## src/rtl/core/itm_pkg.sv

```systemverilog
// Shared types and constants for the I2C target mailbox register file.
// Depends on nothing; the other files in rtl/core, except itm_ram and itm_checker, refer to it by scoped names.
package itm_pkg;

  localparam int STORE_DEPTH_DEF    = 256;
  localparam int COMMAND_REGION_DEF = 128;

  localparam logic [7:0] CALL_CODE_RST    = 8'd1;
  localparam logic [7:0] LOCK_CODE_RST    = 8'd2;
  localparam logic [7:0] RETURN_CODE_RST  = 8'd3;
  localparam logic [7:0] COMMAND_SLOT_RST = 8'd1;

  typedef enum logic [2:0] {
    MODE_BUS_START = 3'd0,
    MODE_BUS_WRITE = 3'd1,
    MODE_BUS_STOP  = 3'd2,
    MODE_BUS_READ  = 3'd3,
    MODE_FW_READ   = 3'd4,
    MODE_FW_WORD   = 3'd5,
    MODE_FW_WRITE  = 3'd6,
    MODE_FW_RETURN = 3'd7
  } mode_t;

  typedef enum logic [1:0] {
    REG_CALL_CODE    = 2'd0,
    REG_LOCK_CODE    = 2'd1,
    REG_RETURN_CODE  = 2'd2,
    REG_COMMAND_SLOT = 2'd3
  } cfg_reg_t;

  typedef enum logic [2:0] {
    ST_IDLE,
    ST_EXEC,
    ST_RD1,
    ST_RD2,
    ST_PEND,
    ST_PWAIT
  } state_t;

  // Which index drives the store port this cycle.
  typedef enum logic [1:0] {
    SRC_ITEM = 2'd0,
    SRC_NEXT = 2'd1,
    SRC_SLOT = 2'd2
  } idx_src_t;

  typedef struct packed {
    mode_t      mode;
    logic [7:0] bus_byte;
    logic [7:0] fw_address;
    logic [7:0] fw_value;
  } in_t;

  typedef struct packed {
    logic [15:0] read_data;
    logic [7:0]  pending_command;
  } out_t;

  typedef struct packed {
    logic     load;
    logic     exec;
    idx_src_t src;
    logic     cap_lo;
    logic     cap_hi;
    logic     cap_pend;
  } ctrl_cmd_t;

endpackage

```

## src/rtl/core/itm_ram.sv

```systemverilog
// Generic single-write, single-read RAM with registered read data.
// Depends on nothing.
module itm_ram #(
  parameter int WIDTH = 8,
  parameter int DEPTH = 256
) (
  input  logic                     clk,
  input  logic                     we,
  input  logic [$clog2(DEPTH)-1:0] waddr,
  input  logic [WIDTH-1:0]         wdata,
  input  logic [$clog2(DEPTH)-1:0] raddr,
  output logic [WIDTH-1:0]         rdata
);

  logic [WIDTH-1:0] mem [DEPTH];

  always_ff @(posedge clk) begin
    if (we) begin
      mem[waddr] <= wdata;
    end
    rdata <= mem[raddr];
  end

endmodule

```

## src/rtl/core/itm_ctrl.sv

```systemverilog
// Sequencer for the mailbox: steps one item through execute, reads and
// the pending-command lookup. Depends on itm_pkg.
module itm_ctrl (
  input  logic               clk,
  input  logic               rst_n,
  input  logic               start,
  input  itm_pkg::mode_t     mode,
  output logic               busy,
  output logic               out_valid,
  output itm_pkg::ctrl_cmd_t cmd
);

  itm_pkg::state_t state_r, state_nxt;
  logic            out_valid_r, out_valid_nxt;

  always_ff @(posedge clk) begin
    if (!rst_n) begin
      state_r     <= itm_pkg::ST_IDLE;
      out_valid_r <= 1'b0;
    end else begin
      state_r     <= state_nxt;
      out_valid_r <= out_valid_nxt;
    end
  end

  always_comb begin
    state_nxt     = state_r;
    out_valid_nxt = 1'b0;
    cmd           = '0;
    cmd.src       = itm_pkg::SRC_ITEM;
    case (state_r)
      itm_pkg::ST_IDLE: begin
        if (start) begin
          cmd.load  = 1'b1;
          state_nxt = itm_pkg::ST_EXEC;
        end
      end
      itm_pkg::ST_EXEC: begin
        cmd.exec = 1'b1;
        if (mode == itm_pkg::MODE_BUS_READ || mode == itm_pkg::MODE_FW_READ ||
            mode == itm_pkg::MODE_FW_WORD) begin
          state_nxt = itm_pkg::ST_RD1;
        end else begin
          state_nxt = itm_pkg::ST_PEND;
        end
      end
      itm_pkg::ST_RD1: begin
        cmd.cap_lo = 1'b1;
        if (mode == itm_pkg::MODE_FW_WORD) begin
          cmd.src   = itm_pkg::SRC_NEXT;
          state_nxt = itm_pkg::ST_RD2;
        end else begin
          state_nxt = itm_pkg::ST_PEND;
        end
      end
      itm_pkg::ST_RD2: begin
        cmd.cap_hi = 1'b1;
        state_nxt  = itm_pkg::ST_PEND;
      end
      itm_pkg::ST_PEND: begin
        cmd.src   = itm_pkg::SRC_SLOT;
        state_nxt = itm_pkg::ST_PWAIT;
      end
      itm_pkg::ST_PWAIT: begin
        cmd.cap_pend  = 1'b1;
        out_valid_nxt = 1'b1;
        state_nxt     = itm_pkg::ST_IDLE;
      end
      default: begin
        state_nxt = itm_pkg::ST_IDLE;
      end
    endcase
  end

  assign busy      = (state_r != itm_pkg::ST_IDLE);
  assign out_valid = out_valid_r;

endmodule

```

## src/rtl/core/itm_dpath.sv

```systemverilog
// Datapath for the mailbox: byte store, bus pointer, status byte, config
// registers and result registers. Depends on itm_pkg and itm_ram.
module itm_dpath #(
  parameter int STORE_DEPTH    = itm_pkg::STORE_DEPTH_DEF,
  parameter int COMMAND_REGION = itm_pkg::COMMAND_REGION_DEF
) (
  input  logic               clk,
  input  logic               rst_n,
  input  itm_pkg::in_t       in_item,
  input  itm_pkg::ctrl_cmd_t cmd,
  input  logic               cfg_we,
  input  itm_pkg::cfg_reg_t  cfg_index,
  input  logic [7:0]         cfg_wdata,
  output itm_pkg::mode_t     mode,
  output itm_pkg::out_t      out_result
);

  localparam int AW    = $clog2(STORE_DEPTH);
  // ceil(2^18 / depth); exact quotient for any index up to 256
  localparam int RECIP = ((1 << 18) + STORE_DEPTH - 1) / STORE_DEPTH;

  // Reduce a 9-bit index modulo the store depth by reciprocal multiplication.
  function automatic logic [AW-1:0] slot_of(input logic [8:0] idx);
    logic [26:0] prod;
    logic [8:0]  q;
    logic [17:0] qd;
    logic [17:0] v;
    prod = 27'(idx) * 27'(RECIP);
    q    = prod[26:18];
    qd   = 18'(q) * 18'(STORE_DEPTH);
    v    = 18'(idx) - qd;
    return v[AW-1:0];
  endfunction

  itm_pkg::in_t      item_r;
  logic [7:0]        ptr_r, ptr_nxt;
  logic              loaded_r, loaded_nxt;
  logic [7:0]        status_r, status_nxt;
  logic [7:0]        call_r, lock_r, ret_r, slot_r;
  logic [STORE_DEPTH-1:0] valid_r;
  logic              zero_q_r, valid_q_r;
  logic [15:0]       read_data_r;
  logic [7:0]        pending_r;

  logic [8:0]        raw_idx;
  logic [AW-1:0]     idx;
  logic              idx_zero;
  logic              we;
  logic [7:0]        wdata;
  logic [7:0]        ram_q;
  logic [7:0]        rd_byte;

  always_comb begin
    case (cmd.src)
      itm_pkg::SRC_NEXT: raw_idx = {1'b0, item_r.fw_address} + 9'd1;
      itm_pkg::SRC_SLOT: raw_idx = {1'b0, slot_r};
      default: begin
        if (item_r.mode == itm_pkg::MODE_BUS_WRITE || item_r.mode == itm_pkg::MODE_BUS_READ) begin
          raw_idx = {1'b0, ptr_r};
        end else begin
          raw_idx = {1'b0, item_r.fw_address};
        end
      end
    endcase
  end

  assign idx      = slot_of(raw_idx);
  assign idx_zero = (idx == '0);
  assign wdata    = (item_r.mode == itm_pkg::MODE_FW_WRITE) ? item_r.fw_value
                                                            : item_r.bus_byte;

  always_comb begin
    ptr_nxt    = ptr_r;
    loaded_nxt = loaded_r;
    status_nxt = status_r;
    we         = 1'b0;
    if (cmd.exec) begin
      case (item_r.mode)
        itm_pkg::MODE_BUS_START: begin
          ptr_nxt    = 8'd0;
          loaded_nxt = 1'b0;
        end
        itm_pkg::MODE_BUS_WRITE: begin
          if (!loaded_r) begin
            ptr_nxt    = item_r.bus_byte;
            loaded_nxt = 1'b1;
          end else begin
            // lock first, so a byte landing on the status slot wins
            if ({1'b0, ptr_r} < 9'(COMMAND_REGION)) begin
              status_nxt = lock_r;
            end
            if (idx_zero) begin
              status_nxt = item_r.bus_byte;
            end
            we      = 1'b1;
            ptr_nxt = ptr_r + 8'd1;
          end
        end
        itm_pkg::MODE_BUS_STOP: begin
          if (status_r == lock_r) begin
            status_nxt = call_r;
          end
        end
        itm_pkg::MODE_BUS_READ: begin
          ptr_nxt = ptr_r + 8'd1;
        end
        itm_pkg::MODE_FW_WRITE: begin
          we = 1'b1;
          if (idx_zero) begin
            status_nxt = item_r.fw_value;
          end
        end
        itm_pkg::MODE_FW_RETURN: begin
          status_nxt = ret_r;
        end
        default: begin
        end
      endcase
    end
  end

  itm_ram #(
    .WIDTH (8),
    .DEPTH (STORE_DEPTH)
  ) u_ram (
    .clk   (clk),
    .we    (we),
    .waddr (idx),
    .wdata (wdata),
    .raddr (idx),
    .rdata (ram_q)
  );

  // Status slot lives in a register; unwritten entries read as zero.
  assign rd_byte = zero_q_r ? status_r : (valid_q_r ? ram_q : 8'h00);

  always_ff @(posedge clk) begin
    if (!rst_n) begin
      ptr_r    <= 8'd0;
      loaded_r <= 1'b0;
      status_r <= 8'd0;
      valid_r  <= '0;
      call_r   <= itm_pkg::CALL_CODE_RST;
      lock_r   <= itm_pkg::LOCK_CODE_RST;
      ret_r    <= itm_pkg::RETURN_CODE_RST;
      slot_r   <= itm_pkg::COMMAND_SLOT_RST;
    end else begin
      ptr_r    <= ptr_nxt;
      loaded_r <= loaded_nxt;
      status_r <= status_nxt;
      if (we) begin
        valid_r[idx] <= 1'b1;
      end
      if (cfg_we) begin
        case (cfg_index)
          itm_pkg::REG_CALL_CODE:    call_r <= cfg_wdata;
          itm_pkg::REG_LOCK_CODE:    lock_r <= cfg_wdata;
          itm_pkg::REG_RETURN_CODE:  ret_r  <= cfg_wdata;
          itm_pkg::REG_COMMAND_SLOT: slot_r <= cfg_wdata;
          default: begin
          end
        endcase
      end
    end
  end

  always_ff @(posedge clk) begin
    zero_q_r  <= idx_zero;
    valid_q_r <= valid_r[idx];
    if (cmd.load) begin
      item_r      <= in_item;
      read_data_r <= 16'd0;
      pending_r   <= 8'd0;
    end
    if (cmd.cap_lo) begin
      read_data_r[7:0] <= rd_byte;
    end
    if (cmd.cap_hi) begin
      read_data_r[15:8] <= rd_byte;
    end
    if (cmd.cap_pend) begin
      pending_r <= (status_r == call_r) ? rd_byte : 8'h00;
    end
  end

  assign mode                       = item_r.mode;
  assign out_result.read_data       = read_data_r;
  assign out_result.pending_command = pending_r;

endmodule

```

## src/rtl/core/i2c_target_mailbox_register_file.sv

```systemverilog
// Top level of the I2C target mailbox register file: sequencer plus datapath.
// Depends on itm_pkg, itm_ctrl, itm_dpath (and itm_ram below it).
//
//   Port group  Direction  Handshake           Payload
//   in_         in         start & !busy       in_item (itm_pkg::in_t)
//   out_        out        out_valid strobe    out_result (itm_pkg::out_t)
//   cfg_        in         cfg_we              cfg_index, cfg_wdata
//
// One item at a time. Each item passes ST_EXEC, ST_PEND and ST_PWAIT; a byte read
// adds ST_RD1 and a word read ST_RD1 and ST_RD2: each store access goes through
// the single RAM port with its registered read, and every item ends with a read
// of the command slot. The result strobes for one cycle in the cycle busy has
// dropped. Reset is synchronous; the store needs no clearing pass, since per-entry
// valid bits make unwritten entries read as zero. The receiver cannot stall.
module i2c_target_mailbox_register_file #(
  parameter int STORE_DEPTH    = itm_pkg::STORE_DEPTH_DEF,
  parameter int COMMAND_REGION = itm_pkg::COMMAND_REGION_DEF
) (
  input  logic              clk,
  input  logic              rst_n,
  input  logic              start,
  output logic              busy,
  input  itm_pkg::in_t      in_item,
  output logic              out_valid,
  output itm_pkg::out_t     out_result,
  input  logic              cfg_we,
  input  itm_pkg::cfg_reg_t cfg_index,
  input  logic [7:0]        cfg_wdata
);

  itm_pkg::ctrl_cmd_t cmd;
  itm_pkg::mode_t     mode;

  itm_ctrl u_ctrl (
    .clk       (clk),
    .rst_n     (rst_n),
    .start     (start),
    .mode      (mode),
    .busy      (busy),
    .out_valid (out_valid),
    .cmd       (cmd)
  );

  itm_dpath #(
    .STORE_DEPTH    (STORE_DEPTH),
    .COMMAND_REGION (COMMAND_REGION)
  ) u_dpath (
    .clk        (clk),
    .rst_n      (rst_n),
    .in_item    (in_item),
    .cmd        (cmd),
    .cfg_we     (cfg_we),
    .cfg_index  (cfg_index),
    .cfg_wdata  (cfg_wdata),
    .mode       (mode),
    .out_result (out_result)
  );

endmodule

```

## config.mk

```make
export PLATFORM = sky130hd
export DESIGN_NAME = i2c_target_mailbox_register_file
export DESIGN_NICKNAME = d
export VERILOG_FILES = /design/src/rtl/core/itm_pkg.sv /design/src/rtl/core/itm_ram.sv /design/src/rtl/core/itm_ctrl.sv /design/src/rtl/core/itm_dpath.sv /design/src/rtl/core/i2c_target_mailbox_register_file.sv
export SDC_FILE = /design/constraint.sdc
export NUM_CORES = 2
export LEC_CHECK = 0
export BUFFER_PORTS_ARGS = -buffer_cell sky130_fd_sc_hd__buf_2
export CAP_MARGIN = 30
export CORE_ASPECT_RATIO = 1.25
export CORE_MARGIN = 2
export CORE_UTILIZATION = 40
export CTS_CLUSTER_DIAMETER = 80
export CTS_CLUSTER_SIZE = 16
export DETAILED_ROUTE_END_ITERATION = 16
export PLACE_DENSITY = 0.54
export SLEW_MARGIN = 5
export SYNTH_ARGS = -nofsm -noshare
export SYNTH_HDL_FRONTEND = slang
export SYNTH_SLANG_ARGS = --single-unit
export TNS_END_PERCENT = 20
```

## constraint.sdc

```tcl
create_clock -name clk -period 4.7 [get_ports clk]
set_clock_uncertainty 0.15 [all_clocks]
set_input_delay 0.705 -clock clk [delete_from_list [all_inputs] [get_ports clk]]
set_output_delay 0.705 -clock clk [all_outputs]
set_load 0.02 [all_outputs]
```

==> flow_summary.yaml <==
status:
  status: "complete, no violations"
yosys:
  synth_nets: 8158
  synth-edff-count: 2099
  ys.flop_type: "edfxtp_1"
  async_flop_share_pct: 0
  yosysWarnings: 0
  yosys.area.top_type_share_pct: 64.6
  syn_avg_cell_area_um2: 12.0
  synthesis.instances: 8113
  synth_top_area_cell: "edfxtp_1"
  netlist_area_um2: 97600
  synth_seq_cells: 2418
  synthTopCellsByArea: "edfxtp_1 65%, nand2_1 8.1%, dfxtp_1 6.5%"
  ys_seq_area_share_pct: 71.2
  yosysUniqueCellTypes: 71
sta:
  setup-violations-final: 0
  slew_headroom_pct: 29.9
  clock.fmax_ghz: 0.216
  layout_setup_ws_ns: 0.0666
  fin_crit_sh_pct: 98.6
  tightest_slew_ns: 1.05
  slew_viol_final: 0
  hold_viol: 0
  period_minus_slack_ns: 4.63
  tns_ns: 0
power_and_ir_drop:
  power.density_nw_per_um2: 430
  power_mw: 49.5
  p_leak_nw: 41.1
  max-vdd-ir-drop_uv: 253
clocking:
  cts.clk_slew.worst_paths_ns: 0.07
  clock-sinks: 2418
  cts-root-buf: "clkbuf_16"
  cts_tree: "yes"
  clock_path_buffers: 4
  numCtsBuffers: 179
  htree_num_levels: 4
  clk_latency_ns: 0.86
cells_and_area:
  final_area_um2: 115000
  drive_gt1_share_pct: 16.0
  final_util_pct: 47.5
  layout.nets: 8958
  fill_cells: 21737
  syn2layout_area_growth_pct: 18.0
global_route:
  grt_pass1_wl_mm: 469
  track_usage_pct: 25.8
  grt_max_degree: 124
  grtUsageMet2_pct: 42.0
  gr-usage-met3_pct: 3.15
  use_met1_pct: 34.8
  globalRouteOverflowTotal: 0
  grt_busiest_layer: "met2"
  antenna_found_initial: 9
  grt_pass1_vias: 66376
flow_run:
  maxCapViolations: 0
routing:
  dr.pass1.iters: 6
  drtIter0Drc: 7507
  drt-wirelength-per-cell_um: 26.8
  routed_wl_mm: 328
  drtAntennaViolNets: 0
  drc_errors: 0
  avgViaCountPerCell: 5.67
  vias: 69322
floorplan:
  die_x_um: 446
  start_util_pct: 40.3
  std_cell_rows: 202
  dieArea_um2: 248000
  core_um2: 242000
  die_y_um: 556
  ios: 67
min_path:
  min_path_type: "in -> reg"
  hold_start: "cfg_wdata[5]"
placed_design:
  place_congestion: 0.913
  port_buffers: 66
  dpl-instance-area_um2: 109000
  dpl.hpwl_mm: 213
  pre_cts_ws_ns: -0.738
setup_path:
  cp.arrival_ns: 5.27
  critPathKind: "reg -> reg"
  cp_data_required_time_ns: 5.34
  start_kind: "register"
  worst_setup_path_end_kind: "register"
  r2r_start: "u_ctrl.state_r[2]"
  worstPathMaxFanout: 19
  critPathLaunch: "u_ctrl.state_r[2]"
-- final timing paths --
kind | end | slack (ns) | depth (start not counted)
setup / recovery | u_dpath.u_ram.rdata[0] | 0.07 | 18
hold reg to reg | u_dpath.ret_r[2] | 0.31 | 2
hold / removal | u_dpath.ret_r[5] | 0.05 | 3
setup reg to reg | u_dpath.u_ram.rdata[0] | 0.07 | 18
-- metrics by stage --
step                hold slack, ns  std cells
CTS                       0.000410      12197
detailed placement           0.300      11828
global route                0.0302      12217
global placement             0.294      11824
floorplan                    0.282       8113
finish                      0.0504      12219
-- report_power, final --
part | internal [mW] | leakage [nW] | switching [mW]
combinational | 3.59 | 17.2 | 7.06
clock | 7.35 | 2.46 | 7.45
sequential | 23.8 | 21.5 | 0.197
total | 34.8 | 41.1 | 14.7
-- routing by layer --
layer | vias to the layer above | part of all wire, %
met1 | 34968 | 41
met3 | 588 | 7.6
met5 | - | 0.014
li1 | 30748 | -
met2 | 3012 | 47
met4 | 6 | 4.8
-- kinds of logic (layout without fill, tap and decap cells) --
logic type	after synthesis	after routing	synth area share, %
flops	2418	2418	71.2
buf+inv	592	1532	3.08
simple gates	4164	4164	17.9
compound gates	676	677	5.13
xor+xnor	20	20	0.180
other cells	0	3	0
fa+ha+maj	4	4	0.0513
mux	239	239	2.46
-- Yosys cell counts (44+ instances only) --
cell type,count
buf_2,289
a32oi_1,55
and3_1,134
dfxtp_1,319
buf_4,69
clkbuf_1,152
nand2_1,2103
nand3_1,909
a211oi_1,44
nor2_1,863
mux2i_1,229
edfxtp_1,2099
a21oi_1,119
nor3_1,50
a31oi_1,80
a311oi_1,209
-- cell type report --
cell class,instances,area [µm²],share of cell area [%]
Inverter,34,135,0.117
Clock buffer,313,5080,4.41
Sequential cell,2418,69400,60.3
Multi-Input combinational cell,5104,25800,22.4
Antenna cell,3,7.51,0.00652
Clock inverter,9,101,0.0881
Timing Repair Buffer,1176,10600,9.17
Tap cell,3162,3960,3.44
-- registers in the layout, summed over array words and instances (netlist names), 16 cells and up --
name / count
u_dpath.valid_r: 256
u_dpath.u_ram.mem: 2048
u_dpath.read_data_r: 16
u_dpath.item_r: 24
-- cell usage in the layout (no fill, tap or decap), types with 128 or more instances in the layout --
| master | count |
|---|---|
| clkbuf_16 | 185 |
| edfxtp_1 | 2099 |
| a311oi_1 | 202 |
| clkbuf_1 | 128 |
| nand3_1 | 897 |
| buf_12 | 128 |
| buf_4 | 926 |
| mux2i_1 | 225 |
| and3_1 | 132 |
| nor2_1 | 856 |
| dfxtp_1 | 319 |
| nand2_1 | 2103 |
-- critical path, stage by stage, from the launching register on --
cell      delay [ns]
dfxtp_1         0.34
nor3b_2         0.19
buf_4           0.13
nand3_1         0.12
inv_1           0.11
ha_1            0.27
buf_4           0.18
nand4b_1        0.21
o2111a_4        0.53
buf_12          0.22
buf_12          0.17
buf_4           0.21
mux2i_1         0.13
mux2i_2         0.24
o22ai_1         0.17
nor3_1          0.17
a21oi_1         0.17
or4_4           0.66
o211ai_1        0.19
-- what timing repair did --
action                                  4_1_cts  5_1_grt
gates resized for setup                      41       44
endpoints found under the setup margin        8      181
hold buffers                                 36        0
gates cloned                                  1        3
endpoints found under the hold margin        44        0
setup buffers                                10       14
pin swaps                                     4       11
Power figures use the tool's default switching activity.
